**src/design/ptfl_ram.sv**
```systemverilog
`timescale 1ns / 1ps
module ptfl_ram #(
    parameter int DEPTH = 64,
    parameter int WIDTH = 8,
    parameter int AW    = $clog2(DEPTH)
) (
    input  logic             clk,
    input  logic             we,
    input  logic [AW-1:0]    waddr,
    input  logic [WIDTH-1:0] wdata,
    input  logic             re,
    input  logic [AW-1:0]    raddr,
    output logic [WIDTH-1:0] rdata
);

    logic [WIDTH-1:0] mem [DEPTH];
    logic [WIDTH-1:0] rdata_reg;

    always_ff @(posedge clk)
    begin
        if (we)
        begin
            mem[waddr] <= wdata;
        end
    end

    always_ff @(posedge clk)
    begin
        if (re)
        begin
            rdata_reg <= mem[raddr];
        end
    end

    assign rdata = rdata_reg;

endmodule
```
**config.mk**
```make
export PLATFORM = sky130hd
export DESIGN_NAME = ptfl_ram
export DESIGN_NICKNAME = d
export VERILOG_FILES = /design/src/design/ptfl_ram.sv
export SDC_FILE = /design/constraint.sdc
export NUM_CORES = 1
export LEC_CHECK = 0
export ABC_AREA = 1
export ABC_CLOCK_PERIOD_IN_PS = 3100
export BUFFER_PORTS_ARGS = -buffer_cell sky130_fd_sc_hd__buf_2
export CORE_AREA = 4 4 184 275
export CTS_BUF_LIST = sky130_fd_sc_hd__clkbuf_4 sky130_fd_sc_hd__clkbuf_8
export DETAILED_ROUTE_END_ITERATION = 10
export DIE_AREA = 0 0 188 279
export GPL_ROUTABILITY_DRIVEN = 0
export PLACE_DENSITY = 0.7
export SYNTH_ARGS = -nofsm -noshare
export SYNTH_HDL_FRONTEND = slang
export SYNTH_SLANG_ARGS = --single-unit
```
**constraint.sdc**
```tcl
create_clock -name clk -period 3.1 [get_ports clk]
set_input_delay 0.62 -clock clk [delete_from_list [all_inputs] [get_ports clk]]
set_output_delay 0.62 -clock clk [all_outputs]
set_load 0.01 [all_outputs]
```
==> summary.md <==
| Metric | Value |
|---|---|
| Row count | 99 |
| Area of the multi-input gates | about 4900 µm² |
| Die ar. | 52500 µm² |
| Initial Util | around 44% |
| Largest net degree at the start of global routing | 107 |
| Via density | 5.49 |
| Crit-path leading delay family | simple AND/OR/NAND/NOR gates |
| Slew Limit Fails | 0 |
| FF-to-FF Start | mem[1][7] |
| IO Port Bufs | 30 |
| Post-route insts no fill | roughly 2600 |
| Fin util | 49.3% |
| FMAX | about 0.42 GHz |
| Switching share of total power | a little under a quarter |
| Number of CTS-inserted buffers | 70 |
| DR WL/cell | 21.1 µm |
| Vias post-DR | 14264 |
| Max Buffers Root-to-Sink | 3 |
| Layout cells sized above 1 | ~12% |
| # DRC | 0 |
| Reg2reg end | rdata[7] |
| HPWL after DPL | about 34000 µm |
| Headroom to the max-slew limit | about a fifth |
| Post-DRT Antenna Nets | 0 |
| Hold EP | rdata[3] |
| Worst slew pin tran | 1.18 ns |
| Antenna violations before repair | 3 |
| Status | completed |
| Clk root buf | clkbuf_8 |
| Setup Skew | between 0.02 and 0.03 ns |
| Final Critical Period | about 2.4 ns |
| Number of flip-flops in the largest register | between 500 and 600 |
| Worst Hold Class | in2reg |
| Mapped Cells | ~1800 |
| Core region area | between 40000 and 50000 µm² |
| NetSw | between 3000 and 4000 µW |
| Sequential area share after synthesis | 72.9% |
| Vias in the first global route | approximately 14000 |
| Register bit count reported by yosys | 520 |
| Initial DRC Count | approximately 1600 |
| Post-cts sizing count | 0 |
| Final critical-path share of the clock period | around three quarters |
| # setup viols final | 0 |
| Setup crit start kind | primary input |
| Crit-path slowest cell | nor2_1 |
| Total grt overflow | 0 |
| Die width | 188 µm |
| Clock network fraction of total power | 38.7% |
| Cell depth of the worst min-delay path | 1 |
| GRT Util Overall | 20.6% |
| Leakage | about 0.0087 µW |
| Crit path cell chain | buf_2 -> inv_1 -> nand4_1 -> nor2_1 |
| Post-Syn Area | around 21000 µm² |
| CTS clk-pin slew, worst paths | roughly 0.07 ns |
| Worst hold slack | roughly 0.41 ns |
| WP data required | 3.34 ns |
| Maximum VDD drop | 0.253 mV |
| Routed WL | between 50000 and 60000 µm |
| Clk_lat worst skew | about 0.63 ns |
| I/O pin cnt | 31 |
| Worst Reg-to-Reg Cells | 8 |
| CTS tree | done |
| Hold-fix buffers, CTS | 0 |
| R2R Setup Slk | 1.55 ns |
| Most common cell after layout, fill and taps aside | nand2_1 |
| Post-CTS setup buffers | 0 |
| Hold Vio Cnt, Final | 0 |
| Combinational cell fraction of total power | 6.5% |
| Post-synth net total | about 1800 |
| H-tree depth | 3 |
| Power density over the cells | about 600 nW/µm² |
| Setup Crit Path Kind | in2reg |
| Delay of the slowest critical-path stage | roughly 0.90 ns |
| Most frequent cells in the layout | nand2_1, edfxtp_1, nand3_1 |
| CP Capture Type | flop |
| Layout area overhead | 11.4% |
| Reg power frac | between 50% and 60% |
| Clock sink total | 520 |
| RSZ-0062 raised after global routing | false |
| Mean Syn Cell Area | ~12 µm² |
| Fill cells | between 4000 and 5000 |
| Yosys warns | 0 |
| Post-synth cell types | 15 |
| First-pass GRT wire length | ~83000 µm |
| FF/Latch Area | 15600 µm² |
| Setup_tns | 0 ns |
| Min-delay src | re |
| Crit path DAT | between 2 and 3 ns |
| Die height | ~280 µm |
| Pint | ~11000 µW |
| DRT Pass-1 Iters | 6 |
| Crit-path max FO | 9 |
| Maxcap violations | 0 |
| CP bufs+invs | 2 |
| Layout Nets | between 1500 and 2000 |
| Placed Cells | 2468 |
[power by group through the flow]
stage	Sequential, µW	Combinational (µW)	Clock [µW]
6_report	7810	925	5520
3_5_place_dp	7970	915	0
4_1_cts	7810	918	5580
2_1_floorplan	7960	547	0
3_3_place_gp	7960	903	0
5_1_grt	7810	999	5910
[per-layer routing]
layer / wire [µm] / track usage [%]
met1: 20000 / 25.1
met2: 28200 / 36.1
met3: 4120 / 3.20
met4: 2560 / 9.79
met5: 0 / 0
[Yosys cell counts]
| cell type | number | area share, % |
|---|---|---|
| clkbuf_1 | 15 | 0.26 |
| nand4_1 | 9 | 0.26 |
| edfxtp_1 | 520 | 73 |
| nor4_1 | 8 | 0.23 |
| buf_1 | 10 | 0.18 |
| inv_2 | 1 | 0.018 |
| nand3_1 | 439 | 10 |
| buf_8 | 2 | 0.14 |
| inv_1 | 10 | 0.18 |
| nor2_1 | 56 | 0.98 |
| inv_6 | 1 | 0.041 |
| buf_4 | 14 | 0.49 |
| buf_2 | 37 | 0.86 |
| buf_6 | 35 | 1.8 |
| nand2_1 | 648 | 11 |
[worst max-delay path by stage]
stage              from          to  slack (ns)  depth (start not counted)
2_1_floorplan        we  mem[48][0]        0.71                          3
3_3_place_gp   waddr[0]  mem[60][0]        0.23                          4
3_5_place_dp   waddr[1]  mem[25][6]        0.21                          4
4_1_cts        waddr[1]  mem[25][6]        0.87                          4
5_1_grt        waddr[1]  mem[60][2]        0.72                          4
6_report       waddr[1]  mem[60][2]        0.73                          4
[cells by family (layout without fill, tap and decap cells)]
kind of cell	after synthesis	in the layout	share of synthesized area, %
buffers and inverters	125	258	4.01
other	0	3	0
flip-flops	520	520	72.9
AND/OR/NAND/NOR	1160	1160	23.1
[metrics by stage]
stage          cell area (µm²)  power [µW]  worst slack (ns)
6_report                 23900       14300             0.728
5_1_grt                  23900       14700             0.723
4_1_cts                  23900       14300             0.873
3_5_place_dp             22400        8880             0.210
3_3_place_gp             22400        8870             0.227
2_1_floorplan            21400        8510             0.714
[area by class of cell]
| class | count | area share, % |
|---|---|---|
| Sequential cell | 520 | 65.4 |
| Multi-Input combinational cell | 1160 | 20.7 |
| Clock buffer | 89 | 4.74 |
| Timing Repair Buffer | 120 | 3.92 |
| Tap cell | 656 | 3.44 |
| Clock inverter | 37 | 1.51 |
| Inverter | 12 | 0.220 |
| Antenna cell | 3 | 0.0315 |
(Power assumes the default switching activity.)
